### src/hdl/stl_pkg.sv
package stl_pkg;

  localparam int unsigned NumKeywords = 6;
  localparam int unsigned MaxResults  = 3;

  typedef enum logic [2:0] {
    KIND_KEYWORD = 3'd0,
    KIND_IDENT   = 3'd1,
    KIND_NUMBER  = 3'd2,
    KIND_STRING  = 3'd3,
    KIND_OPER    = 3'd4,
    KIND_END     = 3'd5
  } kind_e;

  localparam logic [7:0] CHAR_EQ     = 8'h3d;
  localparam logic [7:0] CHAR_DQUOTE = 8'h22;
  localparam logic [7:0] CHAR_SQUOTE = 8'h27;
  localparam logic [7:0] CHAR_UNDER  = 8'h5f;

  // keyword text, padded with zeros to eight positions
  localparam logic [7:0] KW_TEXT [NumKeywords][8] = '{
    '{8'h53, 8'h45, 8'h4c, 8'h45, 8'h43, 8'h54, 8'h00, 8'h00},
    '{8'h57, 8'h48, 8'h45, 8'h52, 8'h45, 8'h00, 8'h00, 8'h00},
    '{8'h49, 8'h4e, 8'h53, 8'h45, 8'h52, 8'h54, 8'h00, 8'h00},
    '{8'h44, 8'h45, 8'h4c, 8'h45, 8'h54, 8'h45, 8'h00, 8'h00},
    '{8'h55, 8'h50, 8'h44, 8'h41, 8'h54, 8'h45, 8'h00, 8'h00},
    '{8'h41, 8'h4c, 8'h4c, 8'h00, 8'h00, 8'h00, 8'h00, 8'h00}
  };

  localparam logic [2:0] KW_LEN [NumKeywords] = '{
    3'd6, 3'd5, 3'd6, 3'd6, 3'd6, 3'd3
  };

  typedef struct packed {
    logic       is_close;
    logic [7:0] char_out;
    logic [2:0] token_kind;
    logic       last;
  } res_t;

  typedef struct packed {
    logic [1:0]                 cnt;
    res_t [MaxResults-1:0]      res;
  } burst_t;

endpackage

### src/hdl/stl_if.sv
interface stl_in_if;
  logic       valid;
  logic       ready;
  logic       operation;
  logic [7:0] byte_in;

  modport source (output valid, output operation, output byte_in, input ready);
  modport sink (input valid, input operation, input byte_in, output ready);
endinterface

interface stl_out_if;
  logic       valid;
  logic       ready;
  logic       is_close;
  logic [7:0] char_out;
  logic [2:0] token_kind;
  logic       last;

  modport source (output valid, output is_close, output char_out, output token_kind,
                  output last, input ready);
  modport sink (input valid, input is_close, input char_out, input token_kind,
                input last, output ready);
endinterface

### src/hdl/stl_front.sv
module stl_front (
  input  logic             clk_i,
  input  logic             rst_ni,
  stl_in_if.sink           in_i,
  input  logic             full_i,
  output logic             push_o,
  output stl_pkg::burst_t  burst_o
);

  typedef enum logic [1:0] {
    MODE_IDLE = 2'd0,
    MODE_WORD = 2'd1,
    MODE_NUM  = 2'd2,
    MODE_STR  = 2'd3
  } mode_e;

  mode_e      mode_q, mode_d;
  logic       quote_q, quote_d;
  logic [5:0] mask_q, mask_d;
  logic [2:0] len_q, len_d;

  logic       accept;
  logic [7:0] c;
  logic [7:0] upper;
  logic       is_alpha;
  logic       is_digit;
  logic       is_quote;
  logic [7:0] cur_quote;
  logic       kw_hit;
  logic [5:0] mask_cont;
  logic [5:0] mask_start;

  stl_pkg::res_t [stl_pkg::MaxResults-1:0] res;
  logic [1:0] n;
  logic       do_wchar, do_char, do_close, do_idle, do_end;
  stl_pkg::kind_e close_kind;

  function automatic logic [5:0] kw_mask_next(logic [5:0] mask, logic [2:0] pos,
                                              logic [7:0] u);
    logic [5:0] m;
    m = mask;
    for (int k = 0; k < stl_pkg::NumKeywords; k++) begin
      if (pos >= stl_pkg::KW_LEN[k] || stl_pkg::KW_TEXT[k][pos] != u) begin
        m[k] = 1'b0;
      end
    end
    return m;
  endfunction

  assign accept    = in_i.valid && in_i.ready;
  assign in_i.ready = !full_i;
  assign c         = in_i.byte_in;
  assign is_alpha  = (c >= 8'h41 && c <= 8'h5a) || (c >= 8'h61 && c <= 8'h7a);
  assign is_digit  = (c >= 8'h30 && c <= 8'h39);
  assign is_quote  = (c == stl_pkg::CHAR_DQUOTE) || (c == stl_pkg::CHAR_SQUOTE);
  assign upper     = (c >= 8'h61 && c <= 8'h7a) ? c - 8'd32 : c;
  assign cur_quote = quote_q ? stl_pkg::CHAR_DQUOTE : stl_pkg::CHAR_SQUOTE;
  assign mask_cont  = kw_mask_next(mask_q, len_q, upper);
  assign mask_start = kw_mask_next(6'h3f, 3'd0, upper);

  always_comb begin
    kw_hit = 1'b0;
    for (int k = 0; k < stl_pkg::NumKeywords; k++) begin
      if (mask_q[k] && len_q == stl_pkg::KW_LEN[k]) begin
        kw_hit = 1'b1;
      end
    end
  end

  always_comb begin
    unique case (mode_q)
      MODE_WORD: close_kind = kw_hit ? stl_pkg::KIND_KEYWORD : stl_pkg::KIND_IDENT;
      MODE_NUM:  close_kind = stl_pkg::KIND_NUMBER;
      default:   close_kind = stl_pkg::KIND_STRING;
    endcase
  end

  always_comb begin
    do_wchar = 1'b0;
    do_char  = 1'b0;
    do_close = 1'b0;
    do_idle  = 1'b0;
    do_end   = 1'b0;
    if (in_i.operation) begin
      do_close = (mode_q != MODE_IDLE);
      do_end   = 1'b1;
    end else begin
      unique case (mode_q)
        MODE_WORD: begin
          if (is_alpha || is_digit || c == stl_pkg::CHAR_UNDER) begin
            do_wchar = 1'b1;
          end else begin
            do_close = 1'b1;
            do_idle  = 1'b1;
          end
        end
        MODE_NUM: begin
          if (is_digit) begin
            do_char = 1'b1;
          end else begin
            do_close = 1'b1;
            do_idle  = 1'b1;
          end
        end
        MODE_STR: begin
          if (c == cur_quote) begin
            do_close = 1'b1;
          end else begin
            do_char = 1'b1;
          end
        end
        default: do_idle = 1'b1;
      endcase
    end
  end

  always_comb begin
    res     = '0;
    n       = 2'd0;
    mode_d  = mode_q;
    quote_d = quote_q;
    mask_d  = mask_q;
    len_d   = len_q;

    if (do_wchar) begin
      res[n] = '{is_close: 1'b0, char_out: upper, token_kind: 3'(stl_pkg::KIND_KEYWORD),
                 last: 1'b0};
      n      = n + 2'd1;
      mask_d = mask_cont;
      len_d  = (len_q == 3'd7) ? len_q : len_q + 3'd1;
    end
    if (do_char) begin
      res[n] = '{is_close: 1'b0, char_out: c, token_kind: 3'(stl_pkg::KIND_KEYWORD),
                 last: 1'b0};
      n      = n + 2'd1;
    end
    if (do_close) begin
      res[n] = '{is_close: 1'b1, char_out: 8'h00, token_kind: 3'(close_kind), last: 1'b0};
      n      = n + 2'd1;
      mode_d = MODE_IDLE;
      mask_d = 6'h3f;
      len_d  = 3'd0;
    end
    if (do_idle) begin
      priority if (is_alpha) begin
        mode_d = MODE_WORD;
        mask_d = mask_start;
        len_d  = 3'd1;
        res[n] = '{is_close: 1'b0, char_out: upper, token_kind: 3'(stl_pkg::KIND_KEYWORD),
                   last: 1'b0};
        n      = n + 2'd1;
      end else if (is_digit) begin
        mode_d = MODE_NUM;
        res[n] = '{is_close: 1'b0, char_out: c, token_kind: 3'(stl_pkg::KIND_KEYWORD),
                   last: 1'b0};
        n      = n + 2'd1;
      end else if (is_quote) begin
        mode_d  = MODE_STR;
        quote_d = (c == stl_pkg::CHAR_DQUOTE);
      end else if (c == stl_pkg::CHAR_EQ) begin
        res[n] = '{is_close: 1'b0, char_out: stl_pkg::CHAR_EQ,
                   token_kind: 3'(stl_pkg::KIND_KEYWORD), last: 1'b0};
        n      = n + 2'd1;
        res[n] = '{is_close: 1'b1, char_out: 8'h00, token_kind: 3'(stl_pkg::KIND_OPER),
                   last: 1'b0};
        n      = n + 2'd1;
      end else begin
      end
    end
    if (do_end) begin
      res[n] = '{is_close: 1'b1, char_out: 8'h00, token_kind: 3'(stl_pkg::KIND_END),
                 last: 1'b0};
      n       = n + 2'd1;
      mode_d  = MODE_IDLE;
      quote_d = 1'b0;
      mask_d  = 6'h3f;
      len_d   = 3'd0;
    end
    if (n != 2'd0) begin
      res[n - 2'd1].last = 1'b1;
    end
  end

  assign push_o      = accept && (n != 2'd0);
  assign burst_o.cnt = n;
  assign burst_o.res = res;

  always_ff @(posedge clk_i or negedge rst_ni) begin
    if (!rst_ni) begin
      mode_q  <= MODE_IDLE;
      quote_q <= 1'b0;
      mask_q  <= 6'h3f;
      len_q   <= 3'd0;
    end else if (accept) begin
      mode_q  <= mode_d;
      quote_q <= quote_d;
      mask_q  <= mask_d;
      len_q   <= len_d;
    end
  end

endmodule

### src/hdl/stl_fifo.sv
module stl_fifo #(
  parameter int unsigned Depth = 4
) (
  input  logic            clk_i,
  input  logic            rst_ni,
  input  logic            push_i,
  input  stl_pkg::burst_t data_i,
  input  logic            pop_i,
  output logic            full_o,
  output logic            empty_o,
  output stl_pkg::burst_t data_o
);

  localparam int unsigned PtrW = (Depth > 1) ? $clog2(Depth) : 1;
  localparam int unsigned CntW = $clog2(Depth + 1);
  localparam logic [PtrW-1:0] LastPtr = PtrW'(Depth - 1);
  localparam logic [CntW-1:0] FullCnt = CntW'(Depth);

  stl_pkg::burst_t mem_q [Depth];
  logic [PtrW-1:0] wr_ptr_q, rd_ptr_q;
  logic [CntW-1:0] cnt_q;
  logic            do_push, do_pop;

  assign full_o  = (cnt_q == FullCnt);
  assign empty_o = (cnt_q == '0);
  assign do_push = push_i && !full_o;
  assign do_pop  = pop_i && !empty_o;
  assign data_o  = mem_q[rd_ptr_q];

  always_ff @(posedge clk_i) begin
    if (do_push) begin
      mem_q[wr_ptr_q] <= data_i;
    end
  end

  always_ff @(posedge clk_i or negedge rst_ni) begin
    if (!rst_ni) begin
      wr_ptr_q <= '0;
      rd_ptr_q <= '0;
      cnt_q    <= '0;
    end else begin
      if (do_push) begin
        wr_ptr_q <= (wr_ptr_q == LastPtr) ? '0 : wr_ptr_q + 1'b1;
      end
      if (do_pop) begin
        rd_ptr_q <= (rd_ptr_q == LastPtr) ? '0 : rd_ptr_q + 1'b1;
      end
      if (do_push && !do_pop) begin
        cnt_q <= cnt_q + 1'b1;
      end else if (do_pop && !do_push) begin
        cnt_q <= cnt_q - 1'b1;
      end
    end
  end

endmodule

### src/hdl/stl_back.sv
module stl_back (
  input  logic            clk_i,
  input  logic            rst_ni,
  input  logic            empty_i,
  input  stl_pkg::burst_t head_i,
  output logic            pop_o,
  stl_out_if.source       out_o
);

  logic [1:0]    idx_q;
  logic          fire;
  logic          at_end;
  stl_pkg::res_t cur;

  assign cur    = head_i.res[idx_q];
  assign fire   = out_o.valid && out_o.ready;
  assign at_end = (idx_q == head_i.cnt - 2'd1);
  assign pop_o  = fire && at_end;

  assign out_o.valid      = !empty_i;
  assign out_o.is_close   = cur.is_close;
  assign out_o.char_out   = cur.char_out;
  assign out_o.token_kind = cur.token_kind;
  assign out_o.last       = cur.last;

  always_ff @(posedge clk_i or negedge rst_ni) begin
    if (!rst_ni) begin
      idx_q <= 2'd0;
    end else if (fire) begin
      idx_q <= at_end ? 2'd0 : idx_q + 2'd1;
    end
  end

endmodule

### src/hdl/sql_token_lexer_core.sv
// channel  | dir | handshake    | payload
// in_i     | in  | valid/ready  | operation, byte_in
// out_o    | out | valid/ready  | is_close, char_out, token_kind, last
//
// one byte or end mark accepted per cycle while the burst queue has room
// each request yields zero to three results, drained one per cycle from the queue while out_o is ready
// sustained rate: one request per cycle when requests give at most one result,
// otherwise set by the output port at one result per cycle
// reset sets lexer mode to idle and keyword mask to all ones, clears length and queue pointers
// output stalls back up only through the queue filling
module sql_token_lexer_core #(
  parameter int unsigned QueueDepth = 4
) (
  input  logic   clk_i,
  input  logic   rst_ni,
  stl_in_if.sink     in_i,
  stl_out_if.source  out_o
);

  logic            push;
  logic            pop;
  logic            full;
  logic            empty;
  stl_pkg::burst_t burst_in;
  stl_pkg::burst_t burst_head;

  stl_front u_front (
    .clk_i   (clk_i),
    .rst_ni  (rst_ni),
    .in_i    (in_i),
    .full_i  (full),
    .push_o  (push),
    .burst_o (burst_in)
  );

  stl_fifo #(
    .Depth (QueueDepth)
  ) u_fifo (
    .clk_i   (clk_i),
    .rst_ni  (rst_ni),
    .push_i  (push),
    .data_i  (burst_in),
    .pop_i   (pop),
    .full_o  (full),
    .empty_o (empty),
    .data_o  (burst_head)
  );

  stl_back u_back (
    .clk_i   (clk_i),
    .rst_ni  (rst_ni),
    .empty_i (empty),
    .head_i  (burst_head),
    .pop_o   (pop),
    .out_o   (out_o)
  );

endmodule

### src/flat_wrapper.sv
// flat-port wrapper written by rule: the top's interface ports become plain ports
module sql_token_lexer_core_flat 
#(
  parameter int unsigned QueueDepth = 4
)
  (clk_i, rst_ni, in_i_valid, in_i_operation, in_i_byte_in, in_i_ready, out_o_valid, out_o_is_close, out_o_char_out, out_o_token_kind, out_o_last, out_o_ready);
  stl_in_if in_i_i ();
  stl_out_if out_o_i ();
  input  logic clk_i;
  input  logic rst_ni;
  input wire logic [$bits(in_i_i.valid)-1:0] in_i_valid;
  input wire logic [$bits(in_i_i.operation)-1:0] in_i_operation;
  input wire logic [$bits(in_i_i.byte_in)-1:0] in_i_byte_in;
  output wire logic [$bits(in_i_i.ready)-1:0] in_i_ready;
  output wire logic [$bits(out_o_i.valid)-1:0] out_o_valid;
  output wire logic [$bits(out_o_i.is_close)-1:0] out_o_is_close;
  output wire logic [$bits(out_o_i.char_out)-1:0] out_o_char_out;
  output wire logic [$bits(out_o_i.token_kind)-1:0] out_o_token_kind;
  output wire logic [$bits(out_o_i.last)-1:0] out_o_last;
  input wire logic [$bits(out_o_i.ready)-1:0] out_o_ready;
  assign in_i_i.valid = in_i_valid;
  assign in_i_i.operation = in_i_operation;
  assign in_i_i.byte_in = in_i_byte_in;
  assign in_i_ready = in_i_i.ready;
  assign out_o_valid = out_o_i.valid;
  assign out_o_is_close = out_o_i.is_close;
  assign out_o_char_out = out_o_i.char_out;
  assign out_o_token_kind = out_o_i.token_kind;
  assign out_o_last = out_o_i.last;
  assign out_o_i.ready = out_o_ready;
  sql_token_lexer_core #(.QueueDepth(QueueDepth)) u_core (.clk_i(clk_i), .rst_ni(rst_ni), .in_i(in_i_i), .out_o(out_o_i));
endmodule
### config.mk
export PLATFORM = sky130hd
export DESIGN_NAME = sql_token_lexer_core_flat
export DESIGN_NICKNAME = d
export VERILOG_FILES = /design/src/hdl/stl_pkg.sv /design/src/hdl/stl_if.sv /design/src/hdl/stl_front.sv /design/src/hdl/stl_fifo.sv /design/src/hdl/stl_back.sv /design/src/hdl/sql_token_lexer_core.sv /design/src/flat_wrapper.sv
export SDC_FILE = /design/constraint.sdc
export NUM_CORES = 1
export LEC_CHECK = 0
export BUFFER_PORTS_ARGS = -buffer_cell sky130_fd_sc_hd__buf_4
export CAP_MARGIN = 20
export CORE_MARGIN = 2
export CORE_UTILIZATION = 37
export CTS_CLUSTER_SIZE = 8
export DETAILED_ROUTE_END_ITERATION = 8
export PLACE_DENSITY = 0.62
export SLEW_MARGIN = 10
export SYNTH_ARGS = -nofsm -noshare
export SYNTH_HDL_FRONTEND = slang
export SYNTH_SLANG_ARGS = --single-unit
### constraint.sdc
create_clock -name clk_i -period 6.3 [get_ports clk_i]
set_input_delay 0 -clock clk_i [delete_from_list [all_inputs] [get_ports clk_i]]
set_output_delay 0 -clock clk_i [all_outputs]
set_load 0.01 [all_outputs]
# Word level (Yosys, flattened, before mapping)
# Memory sizes are Yosys's and may differ from the RTL's.
# Cells that the tools add are included.
# totals
n_memories,7
out_inout_bits,15
inputBits,13
mem_bits_rw,164
ff_bits,21
word_cells,252
rom_bits,384
# memory_table
name,depth,width,read_ports,rd_clocked_by_memory_dff,write_ports,line_no,text
u_core.u_fifo.mem_q,4,41,1,0,1,stl_fifo.sv:19,stl_pkg::burst_t mem_q [Depth];
(name not given),8,8,1,0,0,stl_front.sv:43,if (pos >= stl_pkg::KW_LEN[k] || stl_pkg::KW_TEXT[k][pos] != u) begin
(name not given),8,8,1,0,0,stl_front.sv:43,
(name not given),8,8,1,0,0,stl_front.sv:43,
(name not given),8,8,1,0,0,stl_front.sv:43,
(name not given),8,8,1,0,0,stl_front.sv:43,
1 more memories,--,--,--,--,--,--,
# op_classes
muxes,116
n_reduce_logical,44
n_bitwise,10
eq_ne,30
addsub,14
n_lt_le_gt_ge,23
# op_table
op,n
$mux 39,9
$bwmux 39,5
$demux 13 s2,6
$mux 8,13
$mux 13,6
$ne 7x8->1 const A,6
$ne 8x8->1,6
$mux 1,40
$mux 2,17
$and 33x33->33,1
$not 33->33,1
$and 30x30->30,1
$mux 6,5
$not 30->30,1
$mux 3,9
$bmux 13 s2,1
$and 24x24->24,1
$eq 8x6->1 const B,3
$not 24->24,1
$logic_and 1x1->1,23
$lt 2x3->1 const B,7
$add 2x1->2 const B,8
$ge 8x7->1 const B,2
$le 8x7->1 const B,2
31 further kinds,63

# Longest topological paths before layout
# depth
ltp_word,29
depth_mapped,29
ltp_nobuf,29

# Modules after synthesis
# Synthesis repeated with hierarchy kept, for this count alone.
# unflattened
hier_cells,663
hier_area_um2,9222.6
# modules_own_cells
mod,cells_per_inst,area_per_inst_um2,seq_area_each_um2,instances
stl_fifo,252,6351.1,5099.9,1
stl_front,350,2439.8,307.8,1
stl_back,61,431.7,50.0,1

# Worst setup path after synthesis
# No wires, ideal clock.
# synth_path
kind,reg-to-reg
from,register u_core.u_front.quote_q
to,memory u_core.u_fifo.mem_q[0][0] (netlist name) (enable)
synth_period_minus_slack_ns,5.438
arrival_ns,5.035
path_stages_with_launch,21
required_ns,5.898
n_path_buf,0
slack_ns,0.862
setup_ns,0.402
path_cell_list,dfrtp_1 or3b_4 a2111o_1 o2111a_1 ha_1 nand2_1 o211ai_1 o211ai_4 ha_1 nor2_1 nor3_1 a21oi_1 nor2_1 or2_2 inv_1 ha_1 and2_1 a41oi_2 o21ai_2 a21oi_4 and2_1
# synth_between
elab_chain_cells,22
elab_cells_between_ends,25
# synth_lines
element,line_no,text
from (decl),stl_front.sv:18,"logic quote_q, quote_d;"
from (signal assigned),stl_front.sv:196,quote_q <= quote_d;
$mux 3 (*),stl_front.sv:57,assign cur_quote = quote_q ? stl_pkg::CHAR_DQUOTE : stl_pkg::CHAR_SQUOTE;
$eq 8x6->1 (*),stl_front.sv:106,if (c == cur_quote) begin
$mux 1,stl_front.sv:106,
$pmux 1 s2,stl_front.sv:88,unique case (mode_q)
$mux 1,stl_front.sv:84,if (in_i.operation) begin
$mux 2,stl_front.sv:132,if (do_char) begin
$add 2x1->2,stl_front.sv:139,n = n + 2'd1;
$mux 2 (*),stl_front.sv:137,if (do_close) begin
[7 not listed],--,
$add 2x1->2,stl_front.sv:173,n = n + 2'd1;
$mux 2 (*),stl_front.sv:170,if (do_end) begin
$reduce_bool 2->1 (*),stl_front.sv:184,assign push_o = accept && (n != 2'd0);
$logic_and 1x1->1 (*),stl_front.sv:184,
$logic_and 1x1->1 (*),stl_fifo.sv:26,assign do_push = push_i && !full_o;
named net u_core.u_fifo.do_push,stl_fifo.sv:22,"logic do_push, do_pop;"
$mux 1 (*),stl_fifo.sv:31,if (do_push) begin
$mux 1 (implied by the code) (*),stl_fifo.sv:32,mem_q[wr_ptr_q] <= data_i;
to (decl),stl_fifo.sv:19,
# The timed path passes the listed nets; every way through them passes the cells marked *.

# Final worst setup path
# layout_path
from,register u_core.u_front.quote_q
to,register u_core.u_fifo.cnt_q[2]
# layout_between
elab_chain_cells,23
elab_cells_between_ends,28
# layout_lines
element,line_no,text
$mux 3 (*),stl_front.sv:57,
$eq 8x6->1 (*),stl_front.sv:106,
$mux 1,stl_front.sv:106,
$pmux 1 s2,stl_front.sv:88,
$mux 1,stl_front.sv:84,
$mux 2,stl_front.sv:132,
$add 2x1->2,stl_front.sv:139,
$mux 2 (*),stl_front.sv:137,
[8 not listed],--,
$mux 2 (*),stl_front.sv:170,
$reduce_bool 2->1 (*),stl_front.sv:184,
$logic_and 1x1->1 (*),stl_front.sv:184,
$logic_and 1x1->1 (*),stl_fifo.sv:26,
named net u_core.u_fifo.do_push,stl_fifo.sv:22,
$logic_not 1->1,stl_fifo.sv:50,end else if (do_pop && !do_push) begin
$logic_and 1x1->1,stl_fifo.sv:50,
$reduce_bool 2->1 (no line),--,
to (signal assigned),stl_fifo.sv:49,cnt_q <= cnt_q + 1'b1;
to (signal assigned),stl_fifo.sv:51,cnt_q <= cnt_q - 1'b1;
to (decl),stl_fifo.sv:21,logic [CntW-1:0] cnt_q;
# Marked as above.
# A chain may end at the register's enable or synchronous reset.

==> results.md <==
* Number of synthesized flops with an enable pin at 164
* Largest delay share family, worst path: compound AO/OA/AOI/OAI gates
* CTS Buffer Depth at 2
* DRC violations left at 0
* Post-synthesis cell count at 699
* Post-DRT Antenna Nets at 0
* DR iter-0 viols at 416
* Site row count at 58
* Crit path max fanout at 7
* Dpl cells at 1030
* Most numerous cell in the Yosys netlist: edfxtp_1
* N_diodes at 0
* Die area at 26620 µm²
* Largest net degree at the start of global routing at 43
* Initial antenna violation count at 0
* CTS tree: built
* Worst skew pair latency at 0.44 ns
* Kind of critical path: reg -> reg
* Avg Inst Size Synth at 13.41 µm²
* Layout cell share with drive strength beyond 1 at 20.57%
* Top cells by count, synth: 164 x edfxtp_1, 57 x nand2_1, 50 x nor2_1, 42 x mux4_2, 38 x a21oi_1
* Total iterations of the first detailed-routing run at 5
* TritonCTS Buffers at 17
* Syn_nets at 738
* Clk root buf: clkbuf_16
* Slew HR at 39.12%
* Period minus WS final at 5.681 ns
* All-Layer GR Usage at 16.25%
* Ys flop type: edfxtp_1
* Buf/Inv on CP at 3
* Sequential share of the synthesized area at 58.23%
* Final worst-path cycle share at 90.18%
* Status: finished, final reports clean
* Final hold violations at 0
* Post-synth ARST share at 11.35%
* Yosys cell types at 73
* HP Start: in_i_valid
* Routability cong. at 0.8515
* Fin cells at 1069
* Arrival time worst endpoint at 6.05 ns
* Max Cap Violations at 0
* Area contributors post-synth: edfxtp_1 53%, mux4_2 10%, dfrtp_1 4.0%, ha_1 3.3%, nand2_1 2.3%
* HPWL after DPL at 13.56 mm
* CP Launch Type: flop
* Placed Area at 9971 µm²
* Vias at 5917
* FF+latch count, synth at 185
* Via-to-Cell Ratio at 5.535
* CTS H-Tree Depth at 4
* Die height at 163.2 µm
* Yosys top cell by area: edfxtp_1
* Max-slew violations at 0
* Power density cells at 424.5 nW/µm²
* Port bufs at 27
* Final Skew at 0.02002 ns
* Syn. warnings at 0
* FF-to-FF Start: u_core.u_front.quote_q
* Final Cell Area at 10610 µm²
* P_leak at 0.003666 µW
* # setup viols final at 0
* CTS sink cnt at 185
* Peak supply drop at 0.2134 mV
* Fmax at 176.0 MHz
* Critical Path Max Stage Delay at 0.45 ns
* Transition time of the tightest slew-check pin at 0.9133 ns
* Final setup TNS at 0 ns
* Layout Area Growth over Synthesis at 13.16%
* Area of the multi-input gates at 3635 µm²
* Die width at 163.2 µm
* Final WL at 21.01 mm
* Grt ovf at 0
* Nets at 765
* Core ar. at 25040 µm²
* Fillers at 2285
* Vias in the first global route at 5886
* Starting Density at 37.44%
* Critical path endpoint category: flop
* First-pass GRT wire length at 33.02 mm
* Crit path from: u_core.u_front.quote_q
* Worst hold path type: in -> reg
* Slowest CP cell: ha_1
* Sequential cell area at 5460 µm²
* RSZ-0062 raised after global routing: false
* Clk slew on worst S/H paths at 0.07 ns
* Synth top area share at 52.54%
* Cell mode on critical path: ha_1
* IO Count at 28
* Post-Route Utilization at 42.36%
* Setup Buffers After CTS at 0
* Netlist Area Pre-Place at 9373 µm²
* Drt wl/cell at 19.66 µm
* Crit path required time at 6.66 ns
[worst register-to-register path, cell delays in order, from the launching register on]
cell and delay [ns]:
dfrtp_1 0.37, or3b_4 0.40, a2111o_1 0.42, o2111a_1 0.21, ha_1 0.45, nand2_1 0.09
o211ai_1 0.26, o211ai_4 0.18, inv_1 0.15, ha_1 0.18, nor2_1 0.05, nor3_1 0.40
a21oi_1 0.09, nor2_1 0.11, or2_2 0.14, inv_1 0.05, ha_1 0.26, and2_1 0.16
a41oi_2 0.16, o21ai_2 0.12, a21oi_4 0.26, ha_1 0.24, inv_1 0.06, fa_1 0.38
xor2_1 0.17, nor2_1 0.11, xor2_1 0.16
[final timing paths]
check                                             to  slack (ns)  cells after the start
setup / recovery              u_core.u_fifo.cnt_q[2]        0.62                     26
min in group asynchronous   u_core.u_front.mask_q[2]        0.08                      2
hold reg to reg               u_core.u_fifo.cnt_q[2]        0.50                      1
hold / removal              u_core.u_front.mode_q[1]       0.005                      3
setup reg to reg              u_core.u_fifo.cnt_q[2]        0.62                     26
max in group asynchronous  u_core.u_fifo.rd_ptr_q[0]        4.94                      3
[layout by cell type, fill, tap and decap left out, drive strengths merged, types with 13 or more instances in the layout]
master  count
nor2       50
clkbuf     19
nor3       13
a21oi      39
buf        38
edfxtp    164
nand2      57
mux4       42
mux2i      15
ha         25
inv        40
o21ai      34
dfrtp      15
o22ai      15
and2       13
[timing repair]
| action | in CTS | in global routing |
|---|---|---|
| hold buffers | 7 | 0 |
| resized for setup | 0 | 0 |
| hold endpoints to repair | 28 | 0 |
[metal layers]
metal  track usage [%]  vias up  part of all wire [%]
met5                 0        -                     0
met4             4.545        0                   1.5
met2             27.39      164                    50
met1             21.87     2993                    45
met3             2.539       29                   4.4
li1                  -     2731                     -
[cell type report]
class,instances,share of cell area [%]
multi-input cells,443,34.27
well taps,330,3.893
flip-flops and latches,185,51.48
clock inverters,13,1.250
clock buffers,19,4.082
inverters,34,1.203
repair buffers,45,3.822
[cell families (layout without fill, tap and decap cells)]
kind of cell / count (synthesis) / after routing / share of synthesized area (%)
simple gates: 193 / 193 / 10.43
xor+xnor: 19 / 19 / 1.856
flops: 185 / 185 / 58.23
fa+ha+maj: 26 / 26 / 3.551
buf+inv: 71 / 111 / 3.044
compound gates: 144 / 144 / 10.64
mux: 61 / 61 / 12.25
[power by group]
part           leakage [µW]  total, µW  internal (µW)  switching [µW]
registers           0.00177       1790           1700            90.0
clock network      0.000270       1040            556             484
logic               0.00163       1670            729             942
[metrics by stage]
step | hold slack, ns | total power [µW] | worst slack, ns
after floorplan | -0.2956 | 2975 | 0.8622
after global placement | -0.09359 | 3495 | 0.9490
after detailed placement | -0.09116 | 3519 | 0.6792
after CTS | 0.01011 | 4563 | 0.6368
after global routing | 0.05577 | 4759 | 0.1877
final | 0.005357 | 4503 | 0.6189
[registers in the layout (all words and copies together), names as in the netlist]
signal / flops
u_core.u_front.quote_q: 1
u_core.u_back.idx_q: 2
u_core.u_fifo.wr_ptr_q: 2
u_core.u_fifo.mem_q: 164
u_core.u_fifo.cnt_q: 3
u_core.u_front.mode_q: 2
u_core.u_fifo.rd_ptr_q: 2
u_core.u_front.mask_q: 6
u_core.u_front.len_q: 3
(Power assumes the default switching activity.)
